### config.mk
export PLATFORM = sky130hd
export DESIGN_NAME = i2c_register_transaction_master_flat
export DESIGN_NICKNAME = d
export VERILOG_FILES = /design/src/rtl/core/i2crtm_pkg.sv /design/src/rtl/core/i2crtm_req_if.sv /design/src/rtl/core/i2crtm_rsp_if.sv /design/src/rtl/core/i2c_register_transaction_master.sv /design/src/rtl/core/i2crtm_step.sv /design/src/flat_wrapper.sv
export SDC_FILE = /design/constraint.sdc
export NUM_CORES = 1
export LEC_CHECK = 0
export BUFFER_PORTS_ARGS = -buffer_cell sky130_fd_sc_hd__buf_4
export CELL_PAD_IN_SITES_DETAIL_PLACEMENT = 2
export CELL_PAD_IN_SITES_GLOBAL_PLACEMENT = 2
export CORE_MARGIN = 1.5
export CORE_UTILIZATION = 34
export CTS_CLUSTER_SIZE = 16
export DETAILED_ROUTE_END_ITERATION = 7
export PLACE_DENSITY = 0.86
export SKIP_CTS_REPAIR_TIMING = 1
export SYNTH_ARGS = -nofsm -noshare
export SYNTH_HDL_FRONTEND = slang
export SYNTH_SLANG_ARGS = --single-unit
### constraint.sdc
create_clock -name i_clk -period 4.79 [get_ports i_clk]
set_input_delay 0.958 -clock i_clk [delete_from_list [all_inputs] [get_ports i_clk]]
set_output_delay 0.958 -clock i_clk [all_outputs]
set_load 0.01 [all_outputs]
### src/rtl/core/i2crtm_pkg.sv
// ----------------------------------------------------------------------------
// I2C register transaction master - shared definitions
// Phase codes, command codes and the request / result / state records.
// ----------------------------------------------------------------------------
package i2crtm_pkg;

    localparam int C_MAX_BYTES = 6;
    // write_data holds six bytes, so the count never goes beyond that
    localparam logic [2:0] C_CNT_LIMIT = (C_MAX_BYTES < 6) ? 3'(C_MAX_BYTES) : 3'd6;
    localparam logic [7:0] C_AUTO_INC  = 8'h80;
    localparam logic [7:0] C_DELAY_RST = 8'd4;

    typedef enum logic [1:0] {
        CMD_TICK  = 2'd0,
        CMD_READ  = 2'd1,
        CMD_WRITE = 2'd2,
        CMD_NONE  = 2'd3
    } t_cmd;

    typedef enum logic [4:0] {
        PH_IDLE, PH_ST_SDA_LO, PH_ST_WAIT, PH_ST_SCL_LO,
        PH_WB_SDA, PH_WB_SCL_HI, PH_WB_SCL_LO,
        PH_WA_REL, PH_WA_SCL_HI, PH_WA_SCL_LO,
        PH_RS_WAIT, PH_RS_SCL_HI,
        PH_RB_REL, PH_RB_SCL_HI, PH_RB_SCL_LO,
        PH_MA_SDA_LO, PH_MA_SCL_HI, PH_MA_SCL_LO, PH_MA_SDA_HI, PH_MN_SDA_HI,
        PH_SP_SDA_LO, PH_SP_WAIT1, PH_SP_SCL_HI, PH_SP_WAIT2, PH_SP_SDA_HI
    } t_phase;

    typedef struct packed {
        logic [1:0]  command;
        logic [6:0]  device_address;
        logic [6:0]  register_address;
        logic [2:0]  byte_count;
        logic [47:0] write_data;
        logic        sda_in;
    } t_req;

    typedef struct packed {
        logic       scl_out;
        logic       sda_out;
        logic       busy_res;
        logic [7:0] read_byte;
        logic       read_valid;
        logic       read_last;
        logic [7:0] ack_flags;
        logic [3:0] ack_count;
        logic       done_res;
    } t_rsp;

    typedef struct packed {
        t_phase      phase;
        logic [3:0]  bit_cnt;
        logic [2:0]  byte_idx;
        logic [7:0]  shreg;
        logic [7:0]  ack_rec;
        logic [3:0]  ack_tot;
        logic [7:0]  wait_cnt;
        logic [47:0] wbuf;
        logic [6:0]  lat_addr;
        logic [7:0]  lat_reg;
        logic [2:0]  lat_cnt;
        logic        is_read;
        logic        scl;
        logic        sda;
    } t_state;

    localparam t_state C_STATE_RST = '{
        phase:    PH_IDLE,
        bit_cnt:  4'd0,
        byte_idx: 3'd0,
        shreg:    8'd0,
        ack_rec:  8'd0,
        ack_tot:  4'd0,
        wait_cnt: 8'd0,
        wbuf:     48'd0,
        lat_addr: 7'd0,
        lat_reg:  8'd0,
        lat_cnt:  3'd1,
        is_read:  1'b0,
        scl:      1'b1,
        sda:      1'b1
    };

endpackage

### src/rtl/core/i2crtm_req_if.sv
// ----------------------------------------------------------------------------
// I2C register transaction master - request channel
// Valid/ready channel carrying one command or tick request.
// ----------------------------------------------------------------------------
interface i2crtm_req_if;
    logic        valid;
    logic        ready;
    logic [1:0]  command;
    logic [6:0]  device_address;
    logic [6:0]  register_address;
    logic [2:0]  byte_count;
    logic [47:0] write_data;
    logic        sda_in;

    modport source (
        output valid, command, device_address, register_address,
               byte_count, write_data, sda_in,
        input  ready
    );
    modport sink (
        input  valid, command, device_address, register_address,
               byte_count, write_data, sda_in,
        output ready
    );
endinterface

### src/rtl/core/i2crtm_rsp_if.sv
// ----------------------------------------------------------------------------
// I2C register transaction master - result channel
// Valid/ready channel carrying line drive and status for one request.
// ----------------------------------------------------------------------------
interface i2crtm_rsp_if;
    logic       valid;
    logic       ready;
    logic       scl_out;
    logic       sda_out;
    logic       busy_res;
    logic [7:0] read_byte;
    logic       read_valid;
    logic       read_last;
    logic [7:0] ack_flags;
    logic [3:0] ack_count;
    logic       done_res;

    modport source (
        output valid, scl_out, sda_out, busy_res, read_byte, read_valid,
               read_last, ack_flags, ack_count, done_res,
        input  ready
    );
    modport sink (
        input  valid, scl_out, sda_out, busy_res, read_byte, read_valid,
               read_last, ack_flags, ack_count, done_res,
        output ready
    );
endinterface

### src/rtl/core/i2c_register_transaction_master.sv
// ----------------------------------------------------------------------------
// I2C register transaction master - top level
// Register read/write transactions on I2C, one bus step per request.
// ----------------------------------------------------------------------------
// Usage:
//   i_req  : one request per bus step. command READ/WRITE starts a transaction
//            when idle (operands latched from the same request); any other
//            request, or a start while busy, is a plain tick. sda_in is the
//            sampled SDA level for that step.
//   o_rsp  : one result per request: SCL/SDA drive, busy, received byte with
//            valid/last flags, acknowledge record and done on STOP.
//   i_cfg_wr_en / i_cfg_wr_data : delay_ticks; the user must write it only while idle (not enforced).
// Path: a request passes the request register, then the step logic into the
//   result register.
// Throughput: one request per cycle unless o_rsp is held; the step logic reads
//   state written on the previous cycle, so back-to-back requests run without bubbles.
// Stall: while o_rsp is held, the request register fills and then i_req.ready
//   drops; nothing is dropped or repeated.
// Reset: lines released, idle, acknowledge record cleared, delay_ticks = 4.
// ----------------------------------------------------------------------------
module i2c_register_transaction_master (
    input  logic               i_clk,
    input  logic               i_rst_n,
    input  logic               i_cfg_wr_en,
    input  logic [7:0]         i_cfg_wr_data,
    i2crtm_req_if.sink         i_req,
    i2crtm_rsp_if.source       o_rsp
);
    import i2crtm_pkg::*;

    logic [7:0] r_delay;
    logic       r_in_valid;
    t_req       r_in;
    t_state     r_st;
    t_state     n_st;
    logic       r_out_valid;
    t_rsp       r_out;
    t_rsp       n_out;
    t_req       w_req;
    logic       w_adv;

    assign w_req.command          = i_req.command;
    assign w_req.device_address   = i_req.device_address;
    assign w_req.register_address = i_req.register_address;
    assign w_req.byte_count       = i_req.byte_count;
    assign w_req.write_data       = i_req.write_data;
    assign w_req.sda_in           = i_req.sda_in;

    // the request in the input register moves on when the result slot is free
    assign w_adv       = r_in_valid && (!r_out_valid || o_rsp.ready);
    assign i_req.ready = !r_in_valid || w_adv;

    i2crtm_step u_step (
        .i_state (r_st),
        .i_req   (r_in),
        .i_delay (r_delay),
        .o_next  (n_st),
        .o_rsp   (n_out)
    );

    always_ff @(posedge i_clk) begin
        if (!i_rst_n) begin
            r_delay     <= C_DELAY_RST;
            r_in_valid  <= 1'b0;
            r_out_valid <= 1'b0;
            r_st        <= C_STATE_RST;
        end else begin
            if (i_cfg_wr_en)
                r_delay <= i_cfg_wr_data;
            if (i_req.ready)
                r_in_valid <= i_req.valid;
            if (w_adv) begin
                r_st        <= n_st;
                r_out_valid <= 1'b1;
            end else if (o_rsp.ready) begin
                r_out_valid <= 1'b0;
            end
        end
    end

    always_ff @(posedge i_clk) begin
        if (i_req.ready && i_req.valid)
            r_in <= w_req;
        if (w_adv)
            r_out <= n_out;
    end

    assign o_rsp.valid      = r_out_valid;
    assign o_rsp.scl_out    = r_out.scl_out;
    assign o_rsp.sda_out    = r_out.sda_out;
    assign o_rsp.busy_res   = r_out.busy_res;
    assign o_rsp.read_byte  = r_out.read_byte;
    assign o_rsp.read_valid = r_out.read_valid;
    assign o_rsp.read_last  = r_out.read_last;
    assign o_rsp.ack_flags  = r_out.ack_flags;
    assign o_rsp.ack_count  = r_out.ack_count;
    assign o_rsp.done_res   = r_out.done_res;

`ifndef SYNTHESIS
    // both lines are released whenever no transaction runs
    a_idle_released: assert property (@(posedge i_clk) disable iff (!i_rst_n)
        (r_st.phase == PH_IDLE) |-> (r_st.scl && r_st.sda))
        else $error("bus lines driven while idle");

    // a received byte is only reported while the transaction is still busy
    a_read_busy: assert property (@(posedge i_clk) disable iff (!i_rst_n)
        (r_out_valid && r_out.read_valid) |-> r_out.busy_res)
        else $error("read byte reported outside a transaction");

    a_done_idle: assert property (@(posedge i_clk) disable iff (!i_rst_n)
        (r_out_valid && r_out.done_res) |-> (!r_out.busy_res && r_out.ack_count <= 4'd8))
        else $error("done reported while still busy");
`endif

endmodule

### src/rtl/core/i2crtm_step.sv
// ----------------------------------------------------------------------------
// I2C register transaction master - bus step logic
// Next-state and result for one request against the current controller state.
// ----------------------------------------------------------------------------
module i2crtm_step (
    input  i2crtm_pkg::t_state i_state,
    input  i2crtm_pkg::t_req   i_req,
    input  logic [7:0]         i_delay,
    output i2crtm_pkg::t_state o_next,
    output i2crtm_pkg::t_rsp   o_rsp
);
    import i2crtm_pkg::*;

    // byte to shift out, selected by how many bytes were already acknowledged
    function automatic logic [7:0] f_tx_byte(input t_state st);
        logic [2:0] idx;
        idx = st.ack_tot[2:0] - 3'd2;
        if (st.ack_tot == 4'd0)
            return {st.lat_addr, 1'b0};
        else if (st.ack_tot == 4'd1)
            return st.lat_reg;
        else if (st.is_read)
            return {st.lat_addr, 1'b1};
        else if (!st.ack_tot[3])
            return st.wbuf[{idx, 3'b000} +: 8];
        else
            return 8'd0;
    endfunction

    t_state     s;
    t_cmd       cmd;
    logic [2:0] cnt;
    logic [7:0] rbyte;
    logic       rvalid;
    logic       rlast;
    logic       done;

    always_comb begin
        s      = i_state;
        cmd    = t_cmd'(i_req.command);
        cnt    = i_req.byte_count;
        rbyte  = 8'd0;
        rvalid = 1'b0;
        rlast  = 1'b0;
        done   = 1'b0;

        if (cnt == 3'd0)
            cnt = 3'd1;
        if (cnt > C_CNT_LIMIT)
            cnt = C_CNT_LIMIT;

        if (s.phase == PH_IDLE && (cmd == CMD_READ || cmd == CMD_WRITE)) begin
            s.lat_cnt  = cnt;
            s.lat_addr = i_req.device_address;
            s.lat_reg  = {1'b0, i_req.register_address} | ((cnt > 3'd1) ? C_AUTO_INC : 8'd0);
            s.wbuf     = i_req.write_data;
            s.is_read  = (cmd == CMD_READ);
            s.ack_rec  = 8'd0;
            s.ack_tot  = 4'd0;
            s.byte_idx = 3'd0;
            s.bit_cnt  = 4'd0;
            s.shreg    = 8'd0;
            s.phase    = PH_ST_SDA_LO;
        end

        case (s.phase)
            PH_IDLE: begin
            end
            PH_ST_SDA_LO: begin
                s.sda = 1'b0;
                if (i_delay == 8'd0) begin
                    s.phase = PH_ST_SCL_LO;
                end else begin
                    s.phase    = PH_ST_WAIT;
                    s.wait_cnt = i_delay;
                end
            end
            PH_ST_SCL_LO: begin
                s.scl     = 1'b0;
                s.shreg   = f_tx_byte(s);
                s.bit_cnt = 4'd0;
                s.phase   = PH_WB_SDA;
            end
            PH_WB_SDA: begin
                s.sda   = s.shreg[7];
                s.phase = PH_WB_SCL_HI;
            end
            PH_WB_SCL_HI: begin
                s.scl   = 1'b1;
                s.phase = PH_WB_SCL_LO;
            end
            PH_WB_SCL_LO: begin
                s.scl     = 1'b0;
                s.shreg   = {s.shreg[6:0], 1'b0};
                s.bit_cnt = s.bit_cnt + 4'd1;
                s.phase   = (s.bit_cnt >= 4'd8) ? PH_WA_REL : PH_WB_SDA;
            end
            PH_WA_REL: begin
                s.sda   = 1'b1;
                s.phase = PH_WA_SCL_HI;
            end
            PH_WA_SCL_HI: begin
                s.scl = 1'b1;
                if (s.ack_tot < 4'd8) begin
                    if (i_req.sda_in)
                        s.ack_rec[s.ack_tot[2:0]] = 1'b1;
                    s.ack_tot = s.ack_tot + 4'd1;
                end
                s.phase = PH_WA_SCL_LO;
            end
            PH_WA_SCL_LO: begin
                s.scl = 1'b0;
                if (s.is_read) begin
                    if (s.ack_tot == 4'd1) begin
                        s.shreg   = f_tx_byte(s);
                        s.bit_cnt = 4'd0;
                        s.phase   = PH_WB_SDA;
                    end else if (s.ack_tot == 4'd2) begin
                        if (i_delay == 8'd0) begin
                            s.phase = PH_RS_SCL_HI;
                        end else begin
                            s.phase    = PH_RS_WAIT;
                            s.wait_cnt = i_delay;
                        end
                    end else begin
                        s.byte_idx = 3'd0;
                        s.bit_cnt  = 4'd0;
                        s.shreg    = 8'd0;
                        s.phase    = PH_RB_REL;
                    end
                end else if (s.ack_tot < ({1'b0, s.lat_cnt} + 4'd2)) begin
                    s.shreg   = f_tx_byte(s);
                    s.bit_cnt = 4'd0;
                    s.phase   = PH_WB_SDA;
                end else begin
                    s.phase = PH_SP_SDA_LO;
                end
            end
            PH_RS_SCL_HI: begin
                s.scl   = 1'b1;
                s.phase = PH_ST_SDA_LO;
            end
            PH_RB_REL: begin
                s.sda   = 1'b1;
                s.phase = PH_RB_SCL_HI;
            end
            PH_RB_SCL_HI: begin
                s.scl   = 1'b1;
                s.shreg = {s.shreg[6:0], i_req.sda_in};
                s.phase = PH_RB_SCL_LO;
            end
            PH_RB_SCL_LO: begin
                s.scl     = 1'b0;
                s.bit_cnt = s.bit_cnt + 4'd1;
                if (s.bit_cnt >= 4'd8) begin
                    rvalid     = 1'b1;
                    rbyte      = s.shreg;
                    s.byte_idx = s.byte_idx + 3'd1;
                    rlast      = (s.byte_idx >= s.lat_cnt);
                    s.phase    = rlast ? PH_MN_SDA_HI : PH_MA_SDA_LO;
                end else begin
                    s.phase = PH_RB_REL;
                end
            end
            PH_MA_SDA_LO: begin
                s.sda   = 1'b0;
                s.phase = PH_MA_SCL_HI;
            end
            PH_MA_SCL_HI: begin
                s.scl   = 1'b1;
                s.phase = PH_MA_SCL_LO;
            end
            PH_MA_SCL_LO: begin
                s.scl   = 1'b0;
                s.phase = PH_MA_SDA_HI;
            end
            PH_MA_SDA_HI: begin
                s.sda     = 1'b1;
                s.bit_cnt = 4'd0;
                s.shreg   = 8'd0;
                s.phase   = PH_RB_REL;
            end
            PH_MN_SDA_HI: begin
                s.sda   = 1'b1;
                s.phase = PH_SP_SDA_LO;
            end
            PH_SP_SDA_LO: begin
                s.sda = 1'b0;
                if (i_delay == 8'd0) begin
                    s.phase = PH_SP_SCL_HI;
                end else begin
                    s.phase    = PH_SP_WAIT1;
                    s.wait_cnt = i_delay;
                end
            end
            PH_SP_SCL_HI: begin
                s.scl = 1'b1;
                if (i_delay == 8'd0) begin
                    s.phase = PH_SP_SDA_HI;
                end else begin
                    s.phase    = PH_SP_WAIT2;
                    s.wait_cnt = i_delay;
                end
            end
            PH_SP_SDA_HI: begin
                s.sda   = 1'b1;
                s.phase = PH_IDLE;
                done    = 1'b1;
            end
            PH_ST_WAIT, PH_RS_WAIT, PH_SP_WAIT1, PH_SP_WAIT2: begin
                if (s.wait_cnt != 8'd0)
                    s.wait_cnt = s.wait_cnt - 8'd1;
                if (s.wait_cnt == 8'd0) begin
                    case (s.phase)
                        PH_ST_WAIT:  s.phase = PH_ST_SCL_LO;
                        PH_RS_WAIT:  s.phase = PH_RS_SCL_HI;
                        PH_SP_WAIT1: s.phase = PH_SP_SCL_HI;
                        default:     s.phase = PH_SP_SDA_HI;
                    endcase
                end
            end
            default: begin
                s.phase = PH_IDLE;
            end
        endcase

        o_next             = s;
        o_rsp.scl_out      = s.scl;
        o_rsp.sda_out      = s.sda;
        o_rsp.busy_res     = (s.phase != PH_IDLE);
        o_rsp.read_byte    = rbyte;
        o_rsp.read_valid   = rvalid;
        o_rsp.read_last    = rlast;
        o_rsp.ack_flags    = s.ack_rec;
        o_rsp.ack_count    = s.ack_tot;
        o_rsp.done_res     = done;
    end

endmodule
### src/flat_wrapper.sv
// flat-port wrapper written by rule: the top's interface ports become plain ports
module i2c_register_transaction_master_flat import i2crtm_pkg::*;
  (i_clk, i_rst_n, i_cfg_wr_en, i_cfg_wr_data, i_req_valid, i_req_command, i_req_device_address, i_req_register_address, i_req_byte_count, i_req_write_data, i_req_sda_in, i_req_ready, o_rsp_valid, o_rsp_scl_out, o_rsp_sda_out, o_rsp_busy_res, o_rsp_read_byte, o_rsp_read_valid, o_rsp_read_last, o_rsp_ack_flags, o_rsp_ack_count, o_rsp_done_res, o_rsp_ready);
  i2crtm_req_if i_req_i ();
  i2crtm_rsp_if o_rsp_i ();
  input  logic i_clk;
  input  logic i_rst_n;
  input  logic i_cfg_wr_en;
  input  logic [7:0] i_cfg_wr_data;
  input wire logic [$bits(i_req_i.valid)-1:0] i_req_valid;
  input wire logic [$bits(i_req_i.command)-1:0] i_req_command;
  input wire logic [$bits(i_req_i.device_address)-1:0] i_req_device_address;
  input wire logic [$bits(i_req_i.register_address)-1:0] i_req_register_address;
  input wire logic [$bits(i_req_i.byte_count)-1:0] i_req_byte_count;
  input wire logic [$bits(i_req_i.write_data)-1:0] i_req_write_data;
  input wire logic [$bits(i_req_i.sda_in)-1:0] i_req_sda_in;
  output wire logic [$bits(i_req_i.ready)-1:0] i_req_ready;
  output wire logic [$bits(o_rsp_i.valid)-1:0] o_rsp_valid;
  output wire logic [$bits(o_rsp_i.scl_out)-1:0] o_rsp_scl_out;
  output wire logic [$bits(o_rsp_i.sda_out)-1:0] o_rsp_sda_out;
  output wire logic [$bits(o_rsp_i.busy_res)-1:0] o_rsp_busy_res;
  output wire logic [$bits(o_rsp_i.read_byte)-1:0] o_rsp_read_byte;
  output wire logic [$bits(o_rsp_i.read_valid)-1:0] o_rsp_read_valid;
  output wire logic [$bits(o_rsp_i.read_last)-1:0] o_rsp_read_last;
  output wire logic [$bits(o_rsp_i.ack_flags)-1:0] o_rsp_ack_flags;
  output wire logic [$bits(o_rsp_i.ack_count)-1:0] o_rsp_ack_count;
  output wire logic [$bits(o_rsp_i.done_res)-1:0] o_rsp_done_res;
  input wire logic [$bits(o_rsp_i.ready)-1:0] o_rsp_ready;
  assign i_req_i.valid = i_req_valid;
  assign i_req_i.command = i_req_command;
  assign i_req_i.device_address = i_req_device_address;
  assign i_req_i.register_address = i_req_register_address;
  assign i_req_i.byte_count = i_req_byte_count;
  assign i_req_i.write_data = i_req_write_data;
  assign i_req_i.sda_in = i_req_sda_in;
  assign i_req_ready = i_req_i.ready;
  assign o_rsp_valid = o_rsp_i.valid;
  assign o_rsp_scl_out = o_rsp_i.scl_out;
  assign o_rsp_sda_out = o_rsp_i.sda_out;
  assign o_rsp_busy_res = o_rsp_i.busy_res;
  assign o_rsp_read_byte = o_rsp_i.read_byte;
  assign o_rsp_read_valid = o_rsp_i.read_valid;
  assign o_rsp_read_last = o_rsp_i.read_last;
  assign o_rsp_ack_flags = o_rsp_i.ack_flags;
  assign o_rsp_ack_count = o_rsp_i.ack_count;
  assign o_rsp_done_res = o_rsp_i.done_res;
  assign o_rsp_i.ready = o_rsp_ready;
  i2c_register_transaction_master u_core (.i_clk(i_clk), .i_rst_n(i_rst_n), .i_cfg_wr_en(i_cfg_wr_en), .i_cfg_wr_data(i_cfg_wr_data), .i_req(i_req_i), .o_rsp(o_rsp_i));
endmodule
## Word level (Yosys, flattened, before mapping)

Cells that the tools add are included.

| storage, ports and cells | value |
|---|---|
| bits in writable memories | 0 |
| logic and storage cells | 164 |
| memories | 0 |
| memory bits (read-only) | 0 |
| latch bits | 0 |
| bits in registers | 213 |

| operators by class | value |
|---|---|
| div/mod/pow operators | 0 |
| $add $sub $neg | 6 |
| bitwise operators | 2 |
| multiplexer cells | 55 |
| reduce and logical (&&, ||, !) cells | 29 |
| equality and inequality tests | 31 |
| shift operators | 1 |
| $mul | 0 |
| magnitude comparators | 8 |

Operators by type and width:

| cell | number |
|---|---|
| two-way mux 8 bit | 18 |
| one-hot mux 5 bit (21 select lines) | 1 |
| two-way mux 67 bit | 1 |
| indexed part select 48 x 7 -> 8 bit | 1 |
| == test 5 bit (second input constant) | 9 |
| == test 5 x 4 -> 1 bit (second input constant) | 8 |
| one-hot mux 8 bit (5 select lines) | 1 |
| two-way mux 32 bit | 1 |
| two-way mux 12 bit | 2 |
| one-hot mux 8 bit (3 select lines) | 1 |
| == test 5 x 3 -> 1 bit (second input constant) | 4 |
| two-way mux 5 bit | 4 |
| two-way mux 3 bit | 6 |
| two-way mux 9 bit | 2 |
| zero test 8 bit | 2 |
| two-way mux 15 bit | 1 |
| one-hot mux 5 bit (3 select lines) | 1 |
| one-hot mux 4 bit (3 select lines) | 1 |
| == test 5 x 2 -> 1 bit (second input constant) | 2 |
| zero test 5 bit | 2 |
| OR reduction 5 bit | 2 |
| adder 4 x 1 -> 4 bit (second input constant) | 2 |
| two-way mux 4 bit | 2 |
| bitwise OR 7 x 8 -> 8 bit | 1 |
| other kinds (41) | 57 |

## Longest topological paths before layout

Gate-level depths: netlist of run 1.

| logic depth | value |
|---|---|
| depth in word-level cells | 15 |
| mapped depth | 21 |
| depth with buffers taken out | 18 |

## By module

A second synthesis of run 1 with hierarchy kept.

| unflattened totals | value |
|---|---|
| cell total of the unflattened synthesis | 1378 |
| area total of the unflattened synthesis | 12037.8 um^2 |

By module, submodules not included:

| module | times used | area each (um^2) | cells each |
|---|---|---|---|
| i2c_register_transaction_master | 1 | 7508.5 | 602 |
| i2crtm_step | 1 | 4529.3 | 776 |

## Worst setup path before layout of run 1

OpenSTA, ideal clock, no wires.

| timing | value |
|---|---|
| kind | reg-to-reg |
| start point | register u_core.r_in[66] (netlist bit) |
| end point | register u_core.r_out, in the netlist u_core.o_rsp.busy_res, data pin |
| arrival time | 4.262 ns |
| cell stages (with the launch flop) | 19 |
| setup time | 0.265 ns |
| slack | 0.263 ns |
| required time | 4.525 ns |
| path through | edfxtp_1 ha_1 or4_4 buf_6 nor2_8 buf_6 buf_2 buf_2 mux2i_1 inv_1 ha_1 inv_1 ha_1 or3_1 o211ai_1 nor2_4 a211oi_2 nand3_1 or3_1 |

RTL lines:

| what | RTL line | RTL |
|---|---|---|
| from (decl) | i2c_register_transaction_master.sv:33 | `t_req r_in;` |
| from (signal assigned) | i2c_register_transaction_master.sv:83 | `r_in <= w_req;` |
| to (signal assigned) | i2c_register_transaction_master.sv:85 | `r_out <= n_out;` |
| to (decl) | i2c_register_transaction_master.sv:37 | `t_rsp r_out;` |

==> run summary, run 1 <==
Via count of the first global-routing pass: 10000. Among the stages of the critical path, the cell type that occurs most often is sky130_fd_sc_hd__ha_1. TritonCTS built the clock tree. The xor and xnor area share after synthesis works out to 0.990%. In this run the static leakage power is 4.55 nW. The final-report hold violation count came out at 0. For this design, the slowest cell found on the critical path is sky130_fd_sc_hd__or4_4. The tools report the post-synthesis net count as 1247. For the pin with the worst max-slew slack, the measured transition is 0.962 ns.

The count of different cell masters after synthesis was 81. The library cells used most frequently in the layout, excluding fill and tap cells, are 214 x sky130_fd_sc_hd__nand2_1, 132 x sky130_fd_sc_hd__buf_4, 119 x sky130_fd_sc_hd__a21oi_1, 119 x sky130_fd_sc_hd__dfxtp_1, 97 x sky130_fd_sc_hd__nor2_1. The count of nets left with antenna violations once routing finished came out at 0. Setup violations remaining at the end of the flow were counted as 0.

Number of buffers inserted during clock tree synthesis: 25. The tree is rooted in a sky130_fd_sc_hd__clkbuf_16. In this run the power spent charging and discharging nets is 1.30 mW. Stage delay of the slowest cell on the critical path: 0.61 ns.

The synthesized design contains 213 register bits. Layout cell share with drive strength beyond 1: 17.5%. The later-pin clock latency in the skew report was 0.55 ns; the number of clock sinks was 213. In this run the vertical extent of the chip is 180 um. The critical path startpoint category is a register.

The simple-gate area share of the yosys netlist is 18.0%, and the global router's overall resource usage is 22.3%. Of the synthesized area, sequential elements account for 49.0%. Number of input and output port buffers inserted: 108. The detailed router finished its first iteration with 585 violations. 109 I/O pins were placed.

The flow ran to the end, and the final reports show no timing, DRC or antenna violations. In the final routed layout, each cell accounts on average for 22.2 um. The sequential group share of total power is 43.8%. The worst setup path is captured at a register.

The complex-gate fraction of the synthesized area was 20.9%. The logs give 0.0116 ns for the worst clock skew and 10600 um2 for the area of the mapped netlist. For this run, the post-layout net count is 1328.

After clock tree synthesis, the clock-pin slew on the worst setup and hold paths is 0.07 ns. The logs give 0 for the number of max-capacitance violations reported and 35.9% for the relative slew slack. The detailed placer's ending HPWL is 25900 um. The leading cell type in the layout, fill and taps excluded was sky130_fd_sc_hd__nand2_1. The maximum number of pins on one net before global-route repair is 69, and the worst endpoint data arrival time is 4.60 ns. The share of total power consumed by net switching is 27.9%. The run gives 3 as the number of buffers on the longest clock path. The critical path is of the reg2reg type. The tightest min-delay check is of the reg2reg type.

IR analysis of the VDD net gives a maximum drop of 0.000262 V. Setup repair after global routing left no endpoint under its margin. In this run the power density over the cells is 370 nW/um2.

After filler insertion, the fill cell instance count of the layout stands at 3315. Cell internal power was estimated by the tool at 3.37 mW. The share of synthesized flip-flops with an asynchronous set or reset is 0%, and the count of placed standard cells including taps is 1598. The aggregate negative setup slack is 0 ns, and the area of the core region is 30700 um2.

Among all flip-flop cells after synthesis, the most frequent one is sky130_fd_sc_hd__dfxtp_1. The die span in x was 180 um. Final RePlAce weighted congestion: 0.917.

The number of antenna diodes was 0; the via count of the routed design was 9282. The tools report the number of pins exceeding their max-slew limit in the final report as 0. The clock group share of total power is 40.9%, and the ratio of final minimum period to clock period is 89.8%.

The total length of routed wires was 36500 um; the post-layout utilization of the core was 41.1%. After synthesis, the largest family of logic cells by area is compound AO/OA/AOI/OAI gates. In the final layout, the multi-input gates occupy 4980 um2. During synthesis, Yosys emitted a total of 0 warnings. Once the floorplan was initialized, standard cells occupied 34.6% of the core. Measured against the total synthesized area, the mux share comes to 4.75%. In this run the mean area of a mapped cell was 9.25 um2. Summing the areas of all fa, ha and maj instances in the mapped netlist gives 2.12% of the synthesized area.

Counting flops with a built-in enable in the synthesized netlist gives 94. The post-route DRC violation count was 0; the via count normalized by instance count was 5.65. The first global-routing pass estimated 57800 um of wire.

The clock period minus final worst setup slack was 4.30 ns; the floorplan die area was 32300 um2. The site row count is 64, and the largest fanout of any net on the critical path is 18. The number of antenna violations at the first check in global routing is 1. The count of mapped cells out of synthesis came out at 1148. The total overflow left after global routing is 0. Timing would allow up to 233 MHz. Combinational logic is responsible for 15.3% of the overall power. The signal on the critical path passes through ha_1, or4_4, nor2_8, mux2i_1, inv_1, ha_1, inv_1, ha_1, or3_1, o211ai_1, buf_4, nor2_4, a211oi_2, nand3_1, or3_1.

The required time of the worst setup path is 5.09 ns, and the total iterations of the first detailed-routing run is 5. In the final layout, flip-flops and latches occupy 5200 um2. The area growth from synthesis to layout is 18.8%. The run gives 1 as the count of H-tree levels built during CTS.

Leaving out filler cells and counting taps, the final layout contains 1644.
[metal layers]
layer | vias to the layer above | track usage, % | share of wire, %
met1 | 4656 | 28.9 | 43
met4 | 0 | 6.60 | 2.9
met2 | 229 | 39.0 | 50
met5 | - | 0 | 0
li1 | 4334 | - | -
met3 | 63 | 2.55 | 3.5
[power by group through the flow]
stage	Combinational (mW)	Clock, mW	Sequential, mW
after floorplan	0.467	0	2.06
after global placement	0.682	0	2.08
after detailed placement	0.709	0	2.08
after CTS	0.715	1.96	2.05
after global routing	0.778	2.03	2.06
final	0.714	1.91	2.05
[final cells by class]
class,count,share of cell area [%]
clock inverter,5,0.565
multi-input combinational,832,39.5
clock buffer,41,5.92
sequential,213,41.3
tap,396,3.93
timing repair buffer,134,8.17
inverter,23,0.694
[stage by stage]
| stage | hold slack, ns | instance area, um2 | setup slack [ns] | power (mW) |
|---|---|---|---|---|
| global placement | 0.440 | 11800 | 0.686 | 2.76 |
| global route | 0.479 | 12600 | 0.316 | 4.86 |
| detailed placement | 0.450 | 11800 | 0.533 | 2.79 |
| CTS | 0.457 | 12600 | 0.494 | 4.73 |
| floorplan | 0.432 | 10600 | 0.263 | 2.53 |
| finish | 0.457 | 12600 | 0.490 | 4.67 |
[sequential cells by signal (all words and copies together) (netlist names)]
register                 flops
u_core.r_in_valid            1
u_core.o_rsp.read_byte       8
u_core.r_st                109
u_core.r_in                 68
u_core.o_rsp.busy_res        1
u_core.o_rsp.ack_flags       8
u_core.o_rsp.ack_count       4
u_core.o_rsp.scl_out         1
u_core.o_rsp.valid           1
u_core.o_rsp.sda_out         1
u_core.o_rsp.read_last       1
u_core.o_rsp.done_res        1
u_core.r_delay               8
u_core.o_rsp.read_valid      1
[synthesized netlist by cell type (all sizes together) (16+ instances only)]
library cell  count  area share (%)
a211oi           20             1.7
a21oi           119             5.6
a31oi            17             1.0
buf              24             1.5
clkbuf           56             2.0
dfxtp           119              22
edfxtp           94              27
ha               18             2.1
inv              22            0.78
mux2i            29             2.7
nand2           217             7.7
nand3            20            0.94
nor2            103             3.9
nor3             25             1.2
o211ai           16             1.1
o21ai            57             2.7
[worst max-delay path: cells and delay by family, from the launching register on]
family,cells,cell delay [ns]
AND/OR/NAND/NOR,6,1.71
adder cells (fa/ha/maj),3,0.88
AO/OA/AOI/OAI,2,0.45
flip-flops,1,0.39
buffers and inverters,3,0.32
multiplexers,1,0.27
[kinds of logic after synthesis]
family | after synthesis
buffers and inverters | 103
muxes | 40
xor gates and xnor gates | 12
DFF | 213
and+or+nand+nor | 430
adders and majority gates | 18
AOI/OAI and AO/OA | 332
[final timing paths]
kind / start / end / slack, ns / depth (start not counted)
min reg2reg: u_core.r_st[92]$_SDFFE_PN0P_ / u_core.r_st[92]$_SDFFE_PN0P_ / 0.46 / 2
max: u_core.r_in[66]$_DFFE_PP_ / u_core.o_rsp.busy_res$_DFFE_PP_ / 0.49 / 15
min: u_core.r_st[92]$_SDFFE_PN0P_ / u_core.r_st[92]$_SDFFE_PN0P_ / 0.46 / 2
max reg2reg: u_core.r_in[66]$_DFFE_PP_ / u_core.o_rsp.busy_res$_DFFE_PP_ / 0.49 / 15
Note: power is estimated with default switching activity, not from simulation.
==> run 2: changes to the inputs <==
--- a/config.mk
+++ b/config.mk
@@ -13,6 +13,7 @@
 export CTS_CLUSTER_SIZE = 16
 export DETAILED_ROUTE_END_ITERATION = 7
 export PLACE_DENSITY = 0.86
+export SETUP_SLACK_MARGIN = 0.5
 export SKIP_CTS_REPAIR_TIMING = 1
 export SYNTH_ARGS = -nofsm -noshare
 export SYNTH_HDL_FRONTEND = slang
==> run summary, run 2 (synthesized netlist as in run 1, its figures left out) <==
The flow ran to the end, and the final reports show no timing, DRC or antenna violations. The die boundary height was 180 um (unchanged); the final number of setup-violating endpoints was 0 (unchanged). Leaving out fill and tap cells, the most frequent cell in the layout is sky130_fd_sc_hd__nand2_1.

The total internal power is 3.31 mW (-1.7%). For the worst clock skew, the log shows 0.0102 ns (-0.00143 ns). Kind of critical path: reg2reg.

Endpoint class of the critical path: a register. The run gives 25 (unchanged) as the number of buffers inserted during clock tree synthesis. The number of flip-flops in the largest register works out to 109 (unchanged). For the area taken by multi-input logic gates, the log shows 4990 um2 (+0.25%). The run gives 32300 um2 (unchanged) as the floorplan die area. The die span in x came out at 180 um (unchanged).

The number of max-capacitance violations reported is 0 (unchanged). The maximum number of pins on one net before global-route repair is 69 (unchanged), and the maximum achievable frequency is 241 MHz (+3.7%). The final-report hold violation count came out at 0 (unchanged). The total iterations of the first detailed-routing run is 5 (unchanged), and the via count of the first global-routing pass is 10300 (+2.5%). The average routed wire per standard cell was 22.6 um (+1.7%); the layout cell share with drive strength beyond 1 was 18.3% (+0.79 points). The relative slew slack was 31.6% (-4.2 points); the number of ports placed on the die boundary was 109 (unchanged). The run gives 0.852 (-7.0%) as the final RePlAce weighted congestion. The clock group share of total power was 39.9% (-1.0 points).

The number of nets in the layout was 1334 (+0.45%); the required time of the worst setup path was 5.08 ns (about the same). The remaining global-route overflow is 0 (unchanged). In this run the clock root is driven by a sky130_fd_sc_hd__clkbuf_16.

The tools report the number of clock sinks as 213 (unchanged). The power share of the combinational group was 15.9% (+0.6 points); the non-filler instance count after layout was 1650 (+0.36%). The area taken by flip-flops and latches is 5200 um2 (unchanged), and the number of buffers and inverters on the critical path is 3 (unchanged).

The worst voltage drop across the vdd grid was 0.000249 V (-5.0%). For the net switching power of the design, the log shows 1.33 mW (+1.7%). The largest individual stage delay along the critical path comes from the cell sky130_fd_sc_hd__or4_4. The worst endpoint data arrival time was 4.44 ns (-0.16 ns); the via count normalized by instance count was 5.73 (+1.4%).

The run gives 0 (unchanged) as the number of pins exceeding their max-slew limit in the final report. For the static leakage, the log shows 4.57 nW (+0.36%). The family with the most delay on the worst path is simple AND/OR/NAND/NOR gates. The stage delay of the slowest cell on the critical path was 0.55 ns (-0.06 ns); the final worst slack was 0.644 ns (+0.154 ns). The critical path startpoint category was a register. The run gives 64 (unchanged) as the site row count.

The clock transition at the register clock pins on the worst setup and hold paths after CTS is 0.06 ns (about the same). The power per cell area is 366 nW/um2 (-1.0%). The number of antenna violations at the first check in global routing is 1 (unchanged). Setup repair after global routing could not meet its margin everywhere.

The aggregate negative setup slack is 0 ns (unchanged). The worst hold path belongs to the class reg2reg. Ranked by flip-flop count, first place goes to u_core.r_st. Post-route DRC violation count: 0 (unchanged). The run gives 1602 (+0.25%) as the count of placed standard cells including taps. The synthesis-to-finish area growth is 19.1%, and the final-layout fill cell count is 3308 (-0.21%). The global router's overall resource usage is 22.9% (+0.62 points), and the clock period minus final worst setup slack is 4.15 ns (-0.154 ns). The number of input and output port buffers inserted is 108 (unchanged), and the total length of routed wires is 37300 um (+2.0%). The number of antenna diodes was 0 (unchanged). Slew at the pin with the worst max-slew slack: 1.02 ns (+0.0600 ns).

Later-pin clock latency in the skew report: 0.55 ns (about the same). The worst hold margin was 0.455 ns (-0.00220 ns). The detailed placer's ending HPWL is 26100 um (+0.74%), and the ratio of final minimum period to clock period is 86.6% (-3.2 points). The DRC marker count from the first detailed-route iteration came out at 577 (-1.4%). The largest registers in the layout are u_core.r_st: 109 flops, u_core.r_in: 68 flops. Walking the worst path, the cells encountered are ha_4, or4_4, nor2_8, mux2i_2, inv_1, ha_1, inv_1, ha_1, or3_1, o211ai_1, buf_4, nor2_4, a211oi_2, nand3_1, or3_1.

Leaving out fill and tap cells, the most frequent cells in the layout are 214 x sky130_fd_sc_hd__nand2_1, 137 x sky130_fd_sc_hd__buf_4, 119 x sky130_fd_sc_hd__a21oi_1, 119 x sky130_fd_sc_hd__dfxtp_1, 96 x sky130_fd_sc_hd__nor2_1. The wire length of the first global-routing pass came out at 59000 um (+1.9%). The run gives 30700 um2 (unchanged) as the area of the core region. The tools report the antenna violation net count after detailed routing as 0 (unchanged). The largest fanout of any net on the critical path was 6 (-12); the number of buffers on the longest clock path was 3 (unchanged). The post-placement worst setup slack came out at 0.605 ns (+0.0722 ns).

The share of total power consumed by net switching was 28.6% (+0.70 points). For the count of H-tree levels built during CTS, the log shows 1 (unchanged). For the effective utilization at floorplan, the log shows 34.6% (unchanged). TritonCTS built the clock tree. The logs give 44.2% (+0.4 points) for the sequential group share of total power and 9450 (+1.8%) for the via count of the routed design.
## run 2: layout make-up
cell class              count  area share, %
flip-flops and latches    213           41.2
multi-input cells         832           39.5
repair buffers            140           8.54
clock buffers              33           5.34
well taps                 396           3.92
clock inverters            13          0.881
inverters                  23          0.693
## run 2: worst register-to-register path, stage by stage (launching register included)
cell and delay [ns]:
sky130_fd_sc_hd__edfxtp_1 0.41, sky130_fd_sc_hd__ha_4 0.26, sky130_fd_sc_hd__or4_4 0.55, sky130_fd_sc_hd__nor2_8 0.12
sky130_fd_sc_hd__mux2i_2 0.25, sky130_fd_sc_hd__inv_1 0.09, sky130_fd_sc_hd__ha_1 0.28, sky130_fd_sc_hd__inv_1 0.04
sky130_fd_sc_hd__ha_1 0.21, sky130_fd_sc_hd__or3_1 0.41, sky130_fd_sc_hd__o211ai_1 0.24, sky130_fd_sc_hd__buf_4 0.19
sky130_fd_sc_hd__nor2_4 0.07, sky130_fd_sc_hd__a211oi_2 0.27, sky130_fd_sc_hd__nand3_1 0.11, sky130_fd_sc_hd__or3_1 0.39
## run 2: power groups by stage
stage / logic, mW / clock network (mW) / registers, mW
after global placement: 0.688 / 0 / 2.08
after CTS: 0.730 / 1.89 / 2.05
final: 0.738 / 1.85 / 2.05
after floorplan: 0.473 / 0 / 2.06
after global routing: 0.801 / 1.96 / 2.05
after detailed placement: 0.719 / 0 / 2.08
## run 2: stage by stage
step / area (um2) / power, mW / util (%)
4_1_cts: 12600 / 4.67 / 41.1
3_3_place_gp: 11800 / 2.77 / 38.6
6_report: 12600 / 4.63 / 41.2
5_1_grt: 12600 / 4.82 / 41.2
3_5_place_dp: 11800 / 2.80 / 38.6
2_1_floorplan: 10600 / 2.53 / -
## run 2: path summary, 6_finish.rpt
kind	from	to	slack, ns	depth (start not counted)
max reg2reg	u_core.r_in[66]$_DFFE_PP_	u_core.o_rsp.busy_res$_DFFE_PP_	0.64	15
max	u_core.r_in[66]$_DFFE_PP_	u_core.o_rsp.busy_res$_DFFE_PP_	0.64	15
min	u_core.r_st[61]$_SDFFE_PN0P_	u_core.r_st[61]$_SDFFE_PN0P_	0.45	2
min reg2reg	u_core.r_st[61]$_SDFFE_PN0P_	u_core.r_st[61]$_SDFFE_PN0P_	0.45	2
## run 2: routing by layer
layer / vias to the layer above / GRT usage [%] / wire (um)
met3: 73 / 2.92 / 1640
met1: 4761 / 29.1 / 15900
li1: 4351 / - / -
met4: 0 / 8.20 / 1310
met2: 265 / 39.9 / 18400
met5: - / 0 / 0
==> run 3: changes to the inputs <==
--- a/config.mk
+++ b/config.mk
@@ -5,16 +5,18 @@
 export SDC_FILE = /design/constraint.sdc
 export NUM_CORES = 1
 export LEC_CHECK = 0
+export ABC_AREA = 1
 export BUFFER_PORTS_ARGS = -buffer_cell sky130_fd_sc_hd__buf_4
 export CELL_PAD_IN_SITES_DETAIL_PLACEMENT = 2
 export CELL_PAD_IN_SITES_GLOBAL_PLACEMENT = 2
 export CORE_MARGIN = 1.5
-export CORE_UTILIZATION = 34
+export CORE_UTILIZATION = 31
 export CTS_CLUSTER_SIZE = 16
 export DETAILED_ROUTE_END_ITERATION = 7
-export PLACE_DENSITY = 0.86
+export PLACE_DENSITY_LB_ADDON = 0.1
 export SETUP_SLACK_MARGIN = 0.5
 export SKIP_CTS_REPAIR_TIMING = 1
 export SYNTH_ARGS = -nofsm -noshare
 export SYNTH_HDL_FRONTEND = slang
+export SYNTH_HIERARCHICAL = 1
 export SYNTH_SLANG_ARGS = --single-unit
==> run summary, run 3 <==
The slew at the pin with the worst max-slew slack was 1.07 ns (+0.0486 ns). The count of cells along the worst register-to-register path is 22 (+7). The logs give 4653 (+41%) for the final-layout fill cell count and 0 (unchanged) for the remaining global-route overflow. The register with the highest flop count was u_core/r_st. The required time of the worst setup path came out at 5.27 ns (+0.19 ns).

Ranked by total cell area, the synthesized netlist is headed by sky130_fd_sc_hd__edfxtp_1 23%, sky130_fd_sc_hd__dfxtp_1 20%, sky130_fd_sc_hd__nand2_1 15%, sky130_fd_sc_hd__nand3_1 8.0%, sky130_fd_sc_hd__a21oi_1 6.4%. The logs give 31.5% (-3.1 points) for the effective utilization at floorplan and 0 ns (unchanged) for the aggregate negative setup slack. The total non-filler cell area in the finished layout was 14000 um2 (+11%); the clock transition at the register clock pins on the worst setup and hold paths after CTS was 0.06 ns (about the same). The run gives 27 (+8.0%) as the number of buffers inserted during clock tree synthesis. The layout cell share with drive strength beyond 1 came out at 11.5% (-6.7 points). The ratio of final minimum period to clock period is 77.6% (-8.9 points), and the maximum achievable frequency is 269 MHz (+11%). The number of buffers and inverters on the critical path works out to 4 (+1). Leaving out fill and tap cells, the most frequent cell in the layout is sky130_fd_sc_hd__nand2_1. The run gives 0 (-1) as the number of antenna violations at the first check in global routing. The stage delay of the slowest cell on the critical path works out to 0.38 ns (-0.17 ns). The global router's overall resource usage is 21.0% (-1.9 points).

The run finished with clean final reports. The via count of the routed design was 11600 (+23%). The endpoint identified for the worst register-to-register timing path is u_core/r_st[96]$_SDFFE_PN0P_. The number of flip-flops in the largest register came out at 109 (unchanged).

Of all cell types, the one taking the most synthesized area is sky130_fd_sc_hd__edfxtp_1. The area of the core region was 38700 um2 (+26%); the clock period minus final worst setup slack was 3.72 ns (-0.427 ns). The tools report the area taken by flip-flops and latches as 5210 um2 (about the same).

Setup repair after global routing left no endpoint under its margin. The run gives 1.07 ns (+0.43 ns) as the setup slack on the worst flop-to-flop path. The critical path startpoint category is a register. Count of H-tree levels built during CTS: 1 (unchanged). The antenna violation net count after detailed routing is 0 (unchanged).

The total length of routed wires was 42500 um (+14%); the number of max-capacitance violations reported was 0 (unchanged). The most frequently used cell type in the post-synthesis netlist is sky130_fd_sc_hd__nand2_1. The final-report hold violation count is 0 (unchanged). The run gives 28.6% (-3.0 points) as the relative slew slack. The number of synthesis warnings is 6 (+6), and the final RePlAce weighted congestion is 0.857 (+0.54%). By instance count, the cell type seen most on the critical path is sky130_fd_sc_hd__nand2_1. The wire length of the first global-routing pass was 68600 um (+16%).

The worst clock skew was 0.00994 ns (-0.000228 ns); the die boundary height was 201 um (+12%). The critical path is of the reg2reg type. The largest registers in the layout are u_core/r_st: 109 flops, u_core/r_in: 68 flops. The tools report the overall power of the completed layout as 5.21 mW (+13%).

The critical path starts at u_core/r_in[66]$_DFFE_PP_. Site row count: 72 (+13%). The via count normalized by instance count was 5.00 (-13%). The total iterations of the first detailed-routing run is 4 (-1), and the count of different cell masters after synthesis is 44 (-46%). For the count of placed standard cells including taps, the log shows 2272 (+42%). Among all stages on the critical path, the largest delay is contributed by sky130_fd_sc_hd__edfxtp_1. The die span in x was 201 um (+12%).

The logs give 6.32 nW (+38%) for the static leakage and 12200 um2 (+15%) for the area of the mapped netlist. Via count of the first global-routing pass: 12500 (+22%). Number of clock sinks: 213 (unchanged). For the area taken by multi-input logic gates, the log shows 5530 um2 (+11%). Synthesis-to-finish area growth: 14.7%. The number of input and output port buffers inserted was 108 (unchanged). The placement-stage cell area is 13200 um2 (+11%), and the non-filler instance count after layout is 2321 (+41%).

In the layout the commonest cells are 474 x sky130_fd_sc_hd__nand2_1, 205 x sky130_fd_sc_hd__inv_1, 194 x sky130_fd_sc_hd__nand3_1, 190 x sky130_fd_sc_hd__nor2_1, 155 x sky130_fd_sc_hd__a21oi_1. The share of synthesized flip-flops with an asynchronous set or reset is 0% (unchanged). Sorting the synthesized cells by how often they occur yields 474 x sky130_fd_sc_hd__nand2_1, 206 x sky130_fd_sc_hd__inv_1, 194 x sky130_fd_sc_hd__nand3_1, 190 x sky130_fd_sc_hd__nor2_1, 155 x sky130_fd_sc_hd__a21oi_1. The instance count on the critical path is 22 (+7). Share of the synthesized area in the top cell type: 23.1% (-3.5 points). The average routed wire per standard cell is 18.3 um (-19%). The synthesized area divided by synthesized cell count works out to 7.01 um2 (-24%). Number of enable-type register cells in the synthesized netlist: 94 (unchanged).

The final number of setup-violating endpoints is 0 (unchanged). Endpoint class of the critical path: a register. The detailed placer's ending HPWL is 29900 um (+15%), and the later-pin clock latency in the skew report is 0.55 ns (about the same). The number of antenna diodes was 0 (unchanged); the portion of the post-synthesis area used by sequential elements was 42.6% (-6.4 points). The path class of the lowest-slack min-delay path is reg2reg. Number of ports placed on the die boundary: 109 (unchanged). The post-route DRC violation count was 0 (unchanged); the number of pins exceeding their max-slew limit in the final report was 0 (unchanged). The number of buffers on the longest clock path was 3 (unchanged). For the worst voltage drop across the vdd grid, the log shows 0.000316 V (+27%). The tools report the count of mapped cells out of synthesis as 1741 (+52%). The run gives 174 (+150%) as the maximum number of pins on one net before global-route repair.

Walking the worst path, the cells encountered are ha_1, nor2_4, nand3_4, buf_4, nand2_1, nand2_1, ha_1, inv_1, ha_1, nand2_1, inv_1, nand2_1, nand2_2, nor2_1, nand2_1, nand2_1, a21oi_1, nand2_1, inv_1, nand3_1, nand2_1, nor2_1. Floorplan die area: 40600 um2 (+26%). Family with the most delay on the worst path: simple AND/OR/NAND/NOR gates.

The power per cell area works out to 372 nW/um2 (+1.5%). For the number of nets in the layout, the log shows 1881 (+41%). For the DRC marker count from the first detailed-route iteration, the log shows 499 (-14%).

The flop and latch count out of synthesis works out to 213 (unchanged). The post-synthesis net count came out at 1839 (+47%). The launch instance of the worst register-to-register path was u_core/r_in[66]$_DFFE_PP_. The most used flip-flop cell after synthesis is sky130_fd_sc_hd__dfxtp_1. The critical path ends at u_core/r_st[96]$_SDFFE_PN0P_.

The worst endpoint data arrival time was 4.20 ns (-0.24 ns). Largest fanout of any net on the critical path: 29 (+23). TritonCTS built the clock tree. The tree is rooted in a sky130_fd_sc_hd__clkbuf_16.
## run 3: cell types whose count changed after synthesis, moves of 29 or more
cell	delta
sky130_fd_sc_hd__mux2i_1	-29
sky130_fd_sc_hd__clkbuf_1	-39
sky130_fd_sc_hd__buf_2	+46
sky130_fd_sc_hd__nand2_1	+259
sky130_fd_sc_hd__a21oi_1	+36
sky130_fd_sc_hd__nor2_1	+92
sky130_fd_sc_hd__inv_1	+186
sky130_fd_sc_hd__nand3_1	+174
## run 3: routing by layer
layer / track usage, % / share of wire [%] / vias up
li1: - / - / 5670
met1: 27.8 / 47 / 5705
met2: 35.7 / 47 / 164
met3: 2.72 / 2.8 / 70
met4: 6.21 / 2.8 / 0
met5: 0 / 0 / -
## run 3: worst reg2reg max path, delay by kind of cell (launching register included)
| family | cells | cell delay, ns |
|---|---|---|
| fa+ha+maj | 3 | 0.92 |
| compound gates | 1 | 0.07 |
| simple gates | 14 | 1.81 |
| buf+inv | 4 | 0.47 |
| flops | 1 | 0.38 |
## run 3: how the worst min path moves through the flow
| stage | depth (start not counted) | end | from |
|---|---|---|---|
| 6_report | 2 | u_core/r_st[35]$_SDFFE_PN0P_ | u_core/r_st[35]$_SDFFE_PN0P_ |
| 4_1_cts | 2 | u_core/r_st[1]$_SDFFE_PN1P_ | u_core/r_st[1]$_SDFFE_PN1P_ |
| 3_3_place_gp | 2 | u_core/r_st[1]$_SDFFE_PN1P_ | u_core/r_st[1]$_SDFFE_PN1P_ |
| 5_1_grt | 2 | u_core/r_st[46]$_SDFFE_PN0P_ | u_core/r_st[46]$_SDFFE_PN0P_ |
| 3_5_place_dp | 2 | u_core/r_st[1]$_SDFFE_PN1P_ | u_core/r_st[1]$_SDFFE_PN1P_ |
| 2_1_floorplan | 2 | u_core/r_st[0]$_SDFFE_PN1P_ | u_core/r_st[0]$_SDFFE_PN1P_ |
## run 3: cell families after synthesis
group | synth area share (%)
compound gates | 11.5
xor+xnor | 0.359
fa+ha+maj | 1.82
buf+inv | 12.2
flops | 42.6
simple gates | 31.5
## run 3: power breakdown
group / leakage, nW / switching [mW] / internal, mW
Clock: 0.418 / 0.814 / 1.15
Combinational: 4.02 / 0.786 / 0.365
Sequential: 1.89 / 0.0746 / 2.03
## run 3: layout make-up
type | instances | share of cell area [%]
timing repair buffer | 124 | 6.74
clock inverter | 13 | 0.688
sequential | 213 | 37.2
tap | 518 | 4.63
multi-input combinational | 1195 | 39.5
inverter | 222 | 5.95
clock buffer | 36 | 5.35
## run 3: through the flow
stage               util [%]  hold slack [ns]  setup slack, ns
finish                  36.2            0.481             1.07
global route            36.2            0.502            0.749
CTS                     36.2            0.480             1.04
detailed placement      34.0            0.460             1.08
global placement        34.0            0.453             1.21
floorplan                  -            0.429             1.45
